## src/rtl/c2eu_pkg.sv

```systemverilog
package c2eu_pkg;

  typedef enum logic [4:0] {
    OP_LD   = 5'd0,
    OP_LAD  = 5'd1,
    OP_ST   = 5'd2,
    OP_ADDA = 5'd3,
    OP_SUBA = 5'd4,
    OP_ADDL = 5'd5,
    OP_SUBL = 5'd6,
    OP_AND  = 5'd7,
    OP_OR   = 5'd8,
    OP_XOR  = 5'd9,
    OP_CPA  = 5'd10,
    OP_CPL  = 5'd11,
    OP_SLA  = 5'd12,
    OP_SRA  = 5'd13,
    OP_SLL  = 5'd14,
    OP_SRL  = 5'd15,
    OP_JMI  = 5'd16,
    OP_JNZ  = 5'd17,
    OP_JZE  = 5'd18,
    OP_JUMP = 5'd19,
    OP_JPL  = 5'd20,
    OP_JOV  = 5'd21
  } op_e;

  typedef enum logic [1:0] {
    ERR_NONE  = 2'd0,
    ERR_REG_A = 2'd1,
    ERR_REG_B = 2'd2,
    ERR_ADDR  = 2'd3
  } err_e;

  localparam logic        ADDR_MEM_SIZE = 1'b0;
  localparam logic [16:0] MEM_SIZE_RST  = 17'h10000;
  localparam logic [4:0]  SHIFT_MAX     = 5'd16;

  typedef struct packed {
    logic [4:0]  req_type;
    logic [3:0]  reg_a;
    logic [3:0]  reg_b;
    logic        use_register;
    logic [15:0] address;
    logic [15:0] mem_value;
  } in_beat_t;

  typedef struct packed {
    logic [15:0] result_value;
    logic [15:0] eff_address;
    logic        reg_written;
    logic        overflow_flag;
    logic        sign_flag;
    logic        zero_flag;
    logic        branch_taken;
    logic [1:0]  error_code;
  } out_beat_t;

  typedef struct packed {
    logic of;
    logic sf;
    logic zf;
  } flags_t;

  typedef struct packed {
    logic        reg_we;
    logic [3:0]  reg_addr;
    logic [15:0] reg_data;
    logic        flag_we;
    flags_t      flags;
  } wb_t;

  function automatic flags_t sz_flags(input logic [15:0] v);
    flags_t f;
    f.of = 1'b0;
    f.sf = v[15];
    f.zf = (v == 16'h0000);
    return f;
  endfunction

endpackage

```

## src/rtl/c2eu_regfile.sv

```systemverilog
module c2eu_regfile #(
  parameter int REG_COUNT = 8
) (
  input  logic             clk_i,
  input  logic             rst_ni,
  input  logic             rd_en_i,
  input  logic [3:0]       ra_addr_i,
  input  logic [3:0]       rb_addr_i,
  input  c2eu_pkg::wb_t    wb_i,
  output logic [15:0]      ra_data_o,
  output logic [15:0]      rb_data_o
);

  localparam int         IdxW  = $clog2(REG_COUNT);
  localparam logic [4:0] Count = 5'(REG_COUNT);

  logic [15:0]          mem_q [REG_COUNT];
  logic [REG_COUNT-1:0] vld_q;
  logic [15:0]          ra_q;
  logic [15:0]          rb_q;

  function automatic logic [15:0] rd(input logic [3:0] addr);
    logic [15:0] v;
    v = '0;
    if (wb_i.reg_we && (wb_i.reg_addr == addr)) begin
      v = wb_i.reg_data;
    end else if (({1'b0, addr} < Count) && vld_q[addr[IdxW-1:0]]) begin
      v = mem_q[addr[IdxW-1:0]];
    end
    return v;
  endfunction

  always_ff @(posedge clk_i or negedge rst_ni) begin
    if (!rst_ni) begin
      vld_q <= '0;
    end else if (wb_i.reg_we) begin
      vld_q[wb_i.reg_addr[IdxW-1:0]] <= 1'b1;
    end
  end

  always_ff @(posedge clk_i) begin
    if (wb_i.reg_we) begin
      mem_q[wb_i.reg_addr[IdxW-1:0]] <= wb_i.reg_data;
    end
    if (rd_en_i) begin
      ra_q <= rd(ra_addr_i);
      rb_q <= rd(rb_addr_i);
    end
  end

  assign ra_data_o = ra_q;
  assign rb_data_o = rb_q;

endmodule

```

## src/rtl/c2eu_alu.sv

```systemverilog
module c2eu_alu #(
  parameter int REG_COUNT = 8
) (
  input  c2eu_pkg::in_beat_t  item_i,
  input  logic [15:0]         ra_val_i,
  input  logic [15:0]         rb_val_i,
  input  c2eu_pkg::flags_t    flags_i,
  input  logic [16:0]         mem_size_i,
  output c2eu_pkg::out_beat_t res_o,
  output c2eu_pkg::wb_t       wb_o
);

  localparam logic [4:0] Count = 5'(REG_COUNT);

  c2eu_pkg::op_e    op;
  c2eu_pkg::err_e   err;
  c2eu_pkg::flags_t nf;
  logic        known, alu_op, regform, memacc, ra_ok, rb_ok, active;
  logic [15:0] idx, ea, a, b, res;
  logic [4:0]  n;
  logic [16:0] sum_s, dif_s, sum_u;
  logic [15:0] sla_t;
  logic [16:0] sra_t, sll_t, srl_t;
  logic        wr, br, last, is_shift;

  always_comb begin
    op      = c2eu_pkg::op_e'(item_i.req_type);
    known   = (item_i.req_type <= c2eu_pkg::OP_JOV);
    alu_op  = (op == c2eu_pkg::OP_LD) ||
              ((op >= c2eu_pkg::OP_ADDA) && (op <= c2eu_pkg::OP_CPL));
    regform = alu_op && item_i.use_register;
    memacc  = (alu_op && !regform) || (op == c2eu_pkg::OP_ST);
    ra_ok   = ({1'b0, item_i.reg_a} < Count);
    rb_ok   = ({1'b0, item_i.reg_b} < Count);
    idx     = (rb_ok && (item_i.reg_b != 4'd0)) ? rb_val_i : 16'h0000;
    ea      = item_i.address + idx;

    err = c2eu_pkg::ERR_NONE;
    if (known) begin
      if ((item_i.req_type <= c2eu_pkg::OP_SRL) && !ra_ok) begin
        err = c2eu_pkg::ERR_REG_A;
      end else if (!rb_ok) begin
        err = c2eu_pkg::ERR_REG_B;
      end else if (memacc && ({1'b0, ea} >= mem_size_i)) begin
        err = c2eu_pkg::ERR_ADDR;
      end
    end
    active = known && (err == c2eu_pkg::ERR_NONE);

    a = ra_val_i;
    b = regform ? rb_val_i : item_i.mem_value;
    n = (ea > 16'(c2eu_pkg::SHIFT_MAX)) ? c2eu_pkg::SHIFT_MAX : ea[4:0];

    sum_s = {a[15], a} + {b[15], b};
    dif_s = {a[15], a} - {b[15], b};
    sum_u = {1'b0, a} + {1'b0, b};
    sla_t = {1'b0, a[14:0]} << n;
    sra_t = 17'($signed({a, 1'b0}) >>> n);
    sll_t = {1'b0, a} << n;
    srl_t = {a, 1'b0} >> n;

    res      = 16'h0000;
    wr       = 1'b0;
    br       = 1'b0;
    last     = 1'b0;
    is_shift = 1'b0;
    nf       = flags_i;
    case (op)
      c2eu_pkg::OP_LD: begin
        res = b;
        wr  = 1'b1;
        nf  = c2eu_pkg::sz_flags(res);
      end
      c2eu_pkg::OP_LAD: begin
        res = ea;
        wr  = 1'b1;
      end
      c2eu_pkg::OP_ST: begin
        res = a;
      end
      c2eu_pkg::OP_ADDA: begin
        res   = sum_s[15:0];
        wr    = 1'b1;
        nf    = c2eu_pkg::sz_flags(res);
        nf.of = sum_s[16] ^ sum_s[15];
      end
      c2eu_pkg::OP_SUBA: begin
        res   = dif_s[15:0];
        wr    = 1'b1;
        nf    = c2eu_pkg::sz_flags(res);
        nf.of = dif_s[16] ^ dif_s[15];
      end
      c2eu_pkg::OP_ADDL: begin
        res   = sum_u[15:0];
        wr    = 1'b1;
        nf    = c2eu_pkg::sz_flags(res);
        nf.of = sum_u[16];
      end
      c2eu_pkg::OP_SUBL: begin
        res   = a - b;
        wr    = 1'b1;
        nf    = c2eu_pkg::sz_flags(res);
        nf.of = (a < b);
      end
      c2eu_pkg::OP_AND: begin
        res = a & b;
        wr  = 1'b1;
        nf  = c2eu_pkg::sz_flags(res);
      end
      c2eu_pkg::OP_OR: begin
        res = a | b;
        wr  = 1'b1;
        nf  = c2eu_pkg::sz_flags(res);
      end
      c2eu_pkg::OP_XOR: begin
        res = a ^ b;
        wr  = 1'b1;
        nf  = c2eu_pkg::sz_flags(res);
      end
      c2eu_pkg::OP_CPA: begin
        nf.of = 1'b0;
        nf.sf = ($signed(a) < $signed(b));
        nf.zf = !nf.sf && (a == b);
      end
      c2eu_pkg::OP_CPL: begin
        nf.of = 1'b0;
        nf.sf = (a < b);
        nf.zf = !nf.sf && (a == b);
      end
      c2eu_pkg::OP_SLA: begin
        res      = {a[15], sla_t[14:0]};
        last     = sla_t[15];
        wr       = 1'b1;
        is_shift = 1'b1;
      end
      c2eu_pkg::OP_SRA: begin
        res      = {a[15], sra_t[15:1]};
        last     = sra_t[0];
        wr       = 1'b1;
        is_shift = 1'b1;
      end
      c2eu_pkg::OP_SLL: begin
        res      = sll_t[15:0];
        last     = sll_t[16];
        wr       = 1'b1;
        is_shift = 1'b1;
      end
      c2eu_pkg::OP_SRL: begin
        res      = srl_t[16:1];
        last     = srl_t[0];
        wr       = 1'b1;
        is_shift = 1'b1;
      end
      c2eu_pkg::OP_JMI:  br = flags_i.sf;
      c2eu_pkg::OP_JNZ:  br = !flags_i.zf;
      c2eu_pkg::OP_JZE:  br = flags_i.zf;
      c2eu_pkg::OP_JUMP: br = 1'b1;
      c2eu_pkg::OP_JPL:  br = !flags_i.sf && !flags_i.zf;
      c2eu_pkg::OP_JOV:  br = flags_i.of;
      default: begin
        res = 16'h0000;
      end
    endcase

    if (is_shift) begin
      nf    = c2eu_pkg::sz_flags(res);
      nf.of = last;
    end

    if (!active) begin
      res = 16'h0000;
      wr  = 1'b0;
      br  = 1'b0;
      nf  = flags_i;
    end

    res_o.result_value  = res;
    res_o.eff_address   = regform ? 16'h0000 : ea;
    res_o.reg_written   = wr;
    res_o.overflow_flag = nf.of;
    res_o.sign_flag     = nf.sf;
    res_o.zero_flag     = nf.zf;
    res_o.branch_taken  = br;
    res_o.error_code    = err;

    wb_o.reg_we   = wr;
    wb_o.reg_addr = item_i.reg_a;
    wb_o.reg_data = res;
    wb_o.flag_we  = active;
    wb_o.flags    = nf;
  end

endmodule

```

## src/rtl/comet2_execute_unit.sv

```systemverilog
// Execute stage of a 16-bit teaching machine: eight general registers and
// the overflow, sign and zero flags, one decoded instruction per beat.
//
// Input channel in_valid_i/in_ready_o carries one instruction beat; output
// channel out_valid_o/out_ready_i carries one result beat per instruction.
// The APB port holds mem_size at byte address 0; pready is tied high.
//
// Pipeline: at the accepting edge both register operands are captured in the
// registered read port of the register file along with the instruction;
// the operand stage then runs the address add, range check and ALU, and
// writes back registers and flags as the result is captured, once the
// result register is free or being drained.
// Throughput: one instruction per cycle while out_ready_i stays high, with the
// write-back forwarded into the read port of the instruction behind it.
//
// Reset makes all registers read as zero, clears the flags and sets mem_size to
// 65536. When the receiver stalls, the result register holds its beat and
// one more instruction is taken into the operand stage before in_ready_o
// drops.
module comet2_execute_unit #(
  parameter int REG_COUNT = 8
) (
  input  logic                clk_i,
  input  logic                rst_ni,
  input  logic                in_valid_i,
  output logic                in_ready_o,
  input  c2eu_pkg::in_beat_t  in_beat_i,
  output logic                out_valid_o,
  input  logic                out_ready_i,
  output c2eu_pkg::out_beat_t out_beat_o,
  input  logic                psel,
  input  logic                penable,
  input  logic                pwrite,
  input  logic [2:0]          paddr,
  input  logic [31:0]         pwdata,
  output logic [31:0]         prdata,
  output logic                pready
);

  logic                s1_valid_q;
  c2eu_pkg::in_beat_t  s1_q;
  logic                out_valid_q;
  c2eu_pkg::out_beat_t out_q;
  logic [16:0]         mem_size_q;
  c2eu_pkg::flags_t    flags_q;

  logic                accept, fire;
  logic [15:0]         ra_val, rb_val;
  c2eu_pkg::out_beat_t res;
  c2eu_pkg::wb_t       wb, wb_fire;

  assign fire       = s1_valid_q && (!out_valid_q || out_ready_i);
  assign in_ready_o = !s1_valid_q || fire;
  assign accept     = in_valid_i && in_ready_o;

  always_comb begin
    wb_fire        = wb;
    wb_fire.reg_we = wb.reg_we && fire;
  end

  c2eu_regfile #(
    .REG_COUNT(REG_COUNT)
  ) u_regfile (
    .clk_i     (clk_i),
    .rst_ni    (rst_ni),
    .rd_en_i   (accept),
    .ra_addr_i (in_beat_i.reg_a),
    .rb_addr_i (in_beat_i.reg_b),
    .wb_i      (wb_fire),
    .ra_data_o (ra_val),
    .rb_data_o (rb_val)
  );

  c2eu_alu #(
    .REG_COUNT(REG_COUNT)
  ) u_alu (
    .item_i     (s1_q),
    .ra_val_i   (ra_val),
    .rb_val_i   (rb_val),
    .flags_i    (flags_q),
    .mem_size_i (mem_size_q),
    .res_o      (res),
    .wb_o       (wb)
  );

  always_ff @(posedge clk_i or negedge rst_ni) begin
    if (!rst_ni) begin
      s1_valid_q  <= 1'b0;
      out_valid_q <= 1'b0;
      flags_q     <= '0;
      mem_size_q  <= c2eu_pkg::MEM_SIZE_RST;
    end else begin
      if (accept) begin
        s1_valid_q <= 1'b1;
      end else if (fire) begin
        s1_valid_q <= 1'b0;
      end
      if (fire) begin
        out_valid_q <= 1'b1;
      end else if (out_ready_i) begin
        out_valid_q <= 1'b0;
      end
      if (fire && wb.flag_we) begin
        flags_q <= wb.flags;
      end
      if (psel && penable && pwrite && (paddr[2] == c2eu_pkg::ADDR_MEM_SIZE)) begin
        mem_size_q <= pwdata[16:0];
      end
    end
  end

  always_ff @(posedge clk_i) begin
    if (accept) begin
      s1_q <= in_beat_i;
    end
    if (fire) begin
      out_q <= res;
    end
  end

  assign out_valid_o = out_valid_q;
  assign out_beat_o  = out_q;
  assign pready      = 1'b1;
  assign prdata      = (paddr[2] == c2eu_pkg::ADDR_MEM_SIZE) ? {15'h0000, mem_size_q} : '0;

endmodule

```

## config.mk

```make
export PLATFORM = sky130hd
export DESIGN_NAME = comet2_execute_unit
export DESIGN_NICKNAME = d
export VERILOG_FILES = /design/src/rtl/c2eu_pkg.sv /design/src/rtl/c2eu_regfile.sv /design/src/rtl/c2eu_alu.sv /design/src/rtl/comet2_execute_unit.sv
export SDC_FILE = /design/constraint.sdc
export NUM_CORES = 1
export LEC_CHECK = 0
export ABC_CLOCK_PERIOD_IN_PS = 7360
export CORE_MARGIN = 2
export CORE_UTILIZATION = 30
export DETAILED_ROUTE_END_ITERATION = 8
export DONT_BUFFER_PORTS = 1
export HOLD_SLACK_MARGIN = 0.15
export PLACE_DENSITY = 0.5
export SETUP_SLACK_MARGIN = 0.05
export SYNTH_ARGS = -nofsm -noshare
export SYNTH_HDL_FRONTEND = slang
export SYNTH_SLANG_ARGS = --single-unit
```

## constraint.sdc

```tcl
create_clock -name clk_i -period 7.36 [get_ports clk_i]
set_clock_uncertainty 0.2 [all_clocks]
set_input_delay 1.104 -clock clk_i [delete_from_list [all_inputs] [get_ports clk_i]]
set_output_delay 1.104 -clock clk_i [all_outputs]
set_load 0.02 [all_outputs]
```

==> results.yml, run 1 <==
critical_path:
  critical_path.slowest_cell: "or4_1"
  path_cells: "a21oi_1 > a21boi_1 > nand2_2 > mux2i_1 > inv_1 > ha_1 > inv_1 > fa_1 > nor2b_1 > o21a_1 > o21ai_0 > a211oi_1 > o21ai_0 > o21ai_0 > a21oi_1 > a22oi_1 > a21oi_1 > a2111oi_1 > o21ai_0 > buf_4 > or4_1 > a21oi_1"
  path_buf_inv: 3
  critPathKind: "flop to flop"
  cp_top_family: "compound AO/OA/AOI/OAI gates"
  end_kind: "flop"
  worstPathRequired_ps: 7600
  slowest_delay_ps: 640
  cp.arrival_ps: 7250
  critPathLaunchType: "flop"
  path_max_fanout: 14
synthesis:
  yosys-top-cells-count: "245 x edfxtp_1, 143 x nand2_1, 142 x nor2_1"
  ys_types: 84
  syn_area_sq_um: 18500
  synth-seq-area-share: 0.438
  yosysTopAreaCell: "edfxtp_1"
  synth_edf_count: 245
  yosys_most_used_dff: "edfxtp_1"
  yosysMostFrequentCell: "edfxtp_1"
  yosys_warnings: 0
  synthCells: 1751
  ys_seq_elements: 275
  synthArstFlopShare: 0.109
  synth.top_cell.area_share: 0.397
  synth_area_leaders: "edfxtp_1 40%, mux4_2 8.3%, ha_1 5.3%, dfrtp_1 3.9%, mux2i_1 3.0%"
  syn_avg_cell_area_sq_um: 10.6
sta:
  finalHoldViolations: 0
  holdWs_ps: 286
  worstMarginPinSlew_ps: 1090
  max_freq_ghz: 0.143
  setup_viol: 0
  period_needed_ps: 7010
  fin_crit_sh: 0.952
  grt_setup_unrepaired: "yes"
  setup_tns_ps: 0
  setup_ws_ps: 350
  slew_headroom: 0.271
  drv_slew: 0
cts:
  clock_latency_ps: 610
  cts_tree: "yes"
  numCtsBuffers: 30
  htreeDepth: 1
  cts-root-buf: "clkbuf_16"
  cts_max_path_buffers: 3
  cts.sinks: 275
  path_clk_slew_ps: 60
  post_cts_buffers: 0
finish:
  finalNonFillerCells: 2575
  areaGrowthSynthToFinish_pct: 12.0
  drive_gt1_frac: 0.157
  final_area_sq_um: 20700
  fillers: 6144
  antennaDiodeCount: 0
  nets: 1932
drt:
  avgViaCountPerCell: 5.86
  vias: 15100
  ant_nets: 0
  dr.pass1.iters: 5
  drc: 0
  wirelength_um: 76200
  wl_per_cell_um: 29.6
  drt_iter0_markers: 1475
status:
  status: "complete, no violations"
grt:
  grt_use_total: 0.236
  grt_pass1_wl_um: 109000
  grt_pass1_vias: 15000
  antenna_found_initial: 0
  overflow: 0
  grt_max_degree: 60
pwr:
  cellPowerDensity_nw_per_um2: 215
  leakage_nw: 7.71
  peakVddDrop_v: 0.000180
floorplan:
  die_h_um: 252
  core_area_sq_um: 61400
  num_rows: 91
  dieArea_sq_um: 63700
  ios: 162
  die_w_um: 252
  initial_core_util: 0.302
placed_design:
  gp_congestion: 0.979
  io_buffers: 0
  place_area_sq_um: 19700
  post-place-ws_ps: 282
  dp_cells: 2518
  hpwl_um: 57200
job:
  max-cap-violations: 0
min_path:
  hp-class: "flop to flop"
[logic make-up (layout without fill, tap and decap cells)]
| family | after synthesis | in the layout | share of synthesized area |
|---|---|---|---|
| muxes | 142 | 142 | 0.124 |
| other | 2 | 16 | 0.000406 |
| buffers and inverters | 214 | 234 | 0.0474 |
| DFF | 275 | 275 | 0.438 |
| adders and majority gates | 82 | 82 | 0.0566 |
| xor gates and xnor gates | 42 | 42 | 0.0199 |
| AOI/OAI and AO/OA | 445 | 445 | 0.170 |
| and+or+nand+nor | 549 | 549 | 0.144 |
[what timing repair did]
item                                    4_1_cts  5_1_grt
hold endpoints to repair                     30        0
gates resized for setup                       0        8
endpoints found under the setup margin        0      125
hold buffers                                  2        0
[report_power, final]
part | leakage (nW) | internal, mW | total [mW] | switching, mW
Clock | 0.461 | 0.816 | 1.47 | 0.653
Sequential | 2.91 | 1.80 | 1.91 | 0.108
Combinational | 4.33 | 0.370 | 1.08 | 0.714
Total | 7.71 | 2.99 | 4.46 | 1.47
[path summary, 6_finish.rpt]
check,slack (ps),from,cells past startpoint,end
min in group asynchronous,740,rst_ni,2,u_regfile.vld_q[1]
max,350,s1_q[44],22,out_beat_o[3]
min reg2reg,290,u_regfile.vld_q[6],1,u_regfile.vld_q[6]
max in group asynchronous,5930,rst_ni,2,mem_size_q[16]
max reg2reg,350,s1_q[44],22,out_beat_o[3]
min,290,u_regfile.vld_q[6],1,u_regfile.vld_q[6]
[cells in the final DEF, fill, tap and decap left out, drive strengths merged, types with 12 or more instances in the layout]
| cell type | Yosys | routed |
|---|---|---|
| o211ai | 36 | 36 |
| mux2 | 19 | 19 |
| mux2i | 55 | 55 |
| nor2b | 26 | 26 |
| and2 | 29 | 29 |
| edfxtp | 245 | 245 |
| o31ai | 36 | 36 |
| nand3 | 44 | 44 |
| xor2 | 14 | 14 |
| inv | 84 | 87 |
| o22ai | 16 | 16 |
| buf | 32 | 94 |
| nor3 | 41 | 41 |
| a211oi | 18 | 18 |
| a21oi | 79 | 79 |
| clkbuf | 98 | 39 |
| a22oi | 18 | 18 |
| o21a | 12 | 12 |
| nor4 | 18 | 18 |
| nand2 | 143 | 143 |
| a221oi | 18 | 18 |
| or2 | 15 | 15 |
| ha | 79 | 79 |
| xnor2 | 28 | 28 |
| a31oi | 13 | 13 |
| and3 | 13 | 13 |
| a21o | 12 | 12 |
| o21ai | 80 | 80 |
| nand4 | 31 | 31 |
| nand2b | 17 | 17 |
| dfrtp | 29 | 29 |
| mux4 | 68 | 68 |
| conb | 2 | 16 |
| nor2 | 143 | 143 |
[routing by layer]
layer / global-route usage / share of wire / up-vias
met5: 0 / 0 / -
met4: 0.0888 / 0.042 / 0
met3: 0.0297 / 0.054 / 147
met2: 0.381 / 0.46 / 584
met1: 0.323 / 0.44 / 7653
li1: - / - / 6712
[state kept, by name, summed over array words and instances (netlist names), 3 cells and up]
name	cells
u_regfile.mem_q	128
s1_q	46
out_beat_o	39
mem_size_q	17
u_regfile.ra_data_o	16
u_regfile.rb_data_o	16
u_regfile.vld_q	8
flags_q	3
[through the flow]
step	utilization	power, mW
2_1_floorplan	-	2.60
3_3_place_gp	0.322	2.99
3_5_place_dp	0.322	2.99
4_1_cts	0.338	4.48
5_1_grt	0.338	4.65
6_report	0.338	4.46
[area by class of cell]
cell class / instances / area [sq um] / share of cell area
clock buffers: 39 / 815 / 0.0393
clock inverters: 16 / 135 / 0.00652
inverters: 84 / 315 / 0.0152
multi-input cells: 1276 / 9640 / 0.465
flip-flops and latches: 275 / 8110 / 0.391
well taps: 790 / 988 / 0.0477
repair buffers: 95 / 728 / 0.0351
Note: power is estimated with default switching activity, not from simulation.
==> inputs of run 2 (changes only) <==
--- a/config.mk
+++ b/config.mk
@@ -12,7 +12,7 @@
 export DONT_BUFFER_PORTS = 1
 export HOLD_SLACK_MARGIN = 0.15
 export PLACE_DENSITY = 0.5
-export SETUP_SLACK_MARGIN = 0.05
+export SETUP_SLACK_MARGIN = 0.4
 export SYNTH_ARGS = -nofsm -noshare
 export SYNTH_HDL_FRONTEND = slang
 export SYNTH_SLANG_ARGS = --single-unit
==> run 2 against run 1 <==
Effect of this change: global-route usage is essentially flat; design area increased by 0.40%; utilization rose by 0.13 points; fmax up 4.7%; combinational power about the same; hold slack barely moved; via count rose by 0.66%; clock power about the same; clock-buffer cell count unchanged; sequential power barely moved; largest power group unchanged; highest routed layer unchanged.
==> results.yml, run 2 (synthesized netlist as in run 1, its figures left out) <==
cts:
  cts-root-buf: "clkbuf_16"
  htreeDepth: 1
  cts.sinks: 275
  clock_latency_ps: 610
  path_clk_slew_ps: 60
  cts_max_path_buffers: 3
  numCtsBuffers: 30
  cts_tree: "yes"
pwr:
  leakage_nw: 7.74
  cellPowerDensity_nw_per_um2: 214
  peakVddDrop_v: 0.000179
status:
  status: "complete, no violations"
critical_path:
  reg2regPathDepth: 20
  worstPathRequired_ps: 7490
  regToRegEndpoint: "out_beat_o[3]"
  end_kind: "flop"
  reg2reg_from: "s1_q[36]"
  path_max_fanout: 13
  r2r_slack_ps: 660
  critPathKind: "flop to flop"
  cp.arrival_ps: 6830
  critPathLaunchType: "flop"
floorplan:
  initial_core_util: 0.302
  die_w_um: 252
  dieArea_sq_um: 63700
  num_rows: 91
  die_h_um: 252
  core_area_sq_um: 61400
  ios: 162
drt:
  drt_iter0_markers: 1430
  drc: 0
  dr.pass1.iters: 5
  avgViaCountPerCell: 5.89
  ant_nets: 0
  wirelength_um: 76400
  vias: 15200
  wl_per_cell_um: 29.6
sta:
  drv_slew: 0
  setup_viol: 0
  setup_tns_ps: 0
  max_freq_ghz: 0.149
  slew_headroom: 0.242
  finalHoldViolations: 0
  setup_ws_ps: 665
  fin_crit_sh: 0.910
  worstMarginPinSlew_ps: 1130
  grt_setup_unrepaired: "no"
  period_needed_ps: 6700
placed_design:
  post-place-ws_ps: 282
  io_buffers: 0
  place_area_sq_um: 19700
  hpwl_um: 57200
  gp_congestion: 0.979
finish:
  final_common_cell: "edfxtp_1"
  nets: 1937
  final_area_sq_um: 20800
  drive_gt1_frac: 0.166
  layout_common_cells: "245 x edfxtp_1, 142 x nand2_1, 129 x nor2_1"
  largest_reg_flops: 128
  areaGrowthSynthToFinish_pct: 12.4
grt:
  grt_pass1_wl_um: 109000
  grt_use_total: 0.236
  grt_max_degree: 60
  antenna_found_initial: 0
  overflow: 0
  grt_pass1_vias: 15000
min_path:
  whs_endpoint: "u_regfile.vld_q[6]"
  hold_start: "u_regfile.vld_q[6]"
  hold_path_depth: 1
  hp-class: "flop to flop"
job:
  max-cap-violations: 0
[run 2: changes by cell type in the layout (fill, tap and decap cells not counted), moves of 2 or more]
cell / delta
buf_4: +5
nor2b_1: -5
nor2_1: -2
nor2b_2: +5
[run 2: worst max-delay path by stage]
stage / start / endpoint / slack [ps]
floorplan: s1_q[36] / u_regfile.mem_q[0][0] / 790
global placement: s1_q[36] / u_regfile.rb_data_o[1] / 290
detailed placement: s1_q[44] / out_beat_o[3] / 280
CTS: s1_q[44] / out_beat_o[3] / 370
global route: s1_q[44] / out_beat_o[3] / 410
finish: s1_q[36] / out_beat_o[3] / 660
[run 2: where the power goes]
group | switching, mW | total (mW) | internal (mW) | leakage [nW]
Combinational | 0.715 | 1.09 | 0.374 | 4.36
Sequential | 0.108 | 1.91 | 1.80 | 2.91
Clock | 0.650 | 1.47 | 0.816 | 0.461
Total | 1.47 | 4.46 | 2.99 | 7.74
[run 2: critical path, cell delays in order, from the launching register on]
cell and delay [ps]:
edfxtp_1 560, nor2_4 280, and2_1 190, ha_1 190
inv_1 70, fa_1 440, nor2b_1 210, o211ai_1 160
a21oi_1 310, a41oi_1 210, a2111oi_2 500, and4_1 630
nand2_1 440, buf_4 290, nor3_1 680, a221oi_1 260
o211a_1 230, nor4b_1 170, nand4_1 90, or4_1 190
a21oi_1 100
[run 2: final cells by class]
class | count | area [sq um]
Fill cell | 6144 | 40600
Sequential cell | 275 | 8110
Antenna cell | 1 | 2.50
Multi-Input combinational cell | 1276 | 9690
Clock inverter | 16 | 135
Inverter | 84 | 315
Clock buffer | 39 | 815
Tap cell | 790 | 988
Timing Repair Buffer | 100 | 766
[run 2: stage by stage]
step | utilization | hold slack, ps | total power, mW | std cells
after floorplan | - | 249 | 2.60 | 1765
after global placement | 0.322 | 262 | 2.99 | 2518
after detailed placement | 0.322 | 276 | 2.99 | 2518
after CTS | 0.338 | 291 | 4.48 | 2575
after global routing | 0.339 | 313 | 4.65 | 2580
final | 0.339 | 286 | 4.46 | 2581
[run 2: what timing repair did]
action | in CTS | in global routing
endpoints found under the hold margin | 30 | 0
gates resized for setup | 4 | 16
endpoints found under the setup margin | 26 | 309
setup buffers | 0 | 5
hold buffers | 2 | 0
pin swaps | 0 | 1
[run 2: per-layer routing]
metal	GRT usage	up-vias	share of wire	wire (um)
met5	0	-	0	0
met3	0.0297	161	0.058	4420
met1	0.323	7674	0.44	33500
met4	0.0888	0	0.044	3380
li1	-	6724	-	-
met2	0.381	637	0.46	35100
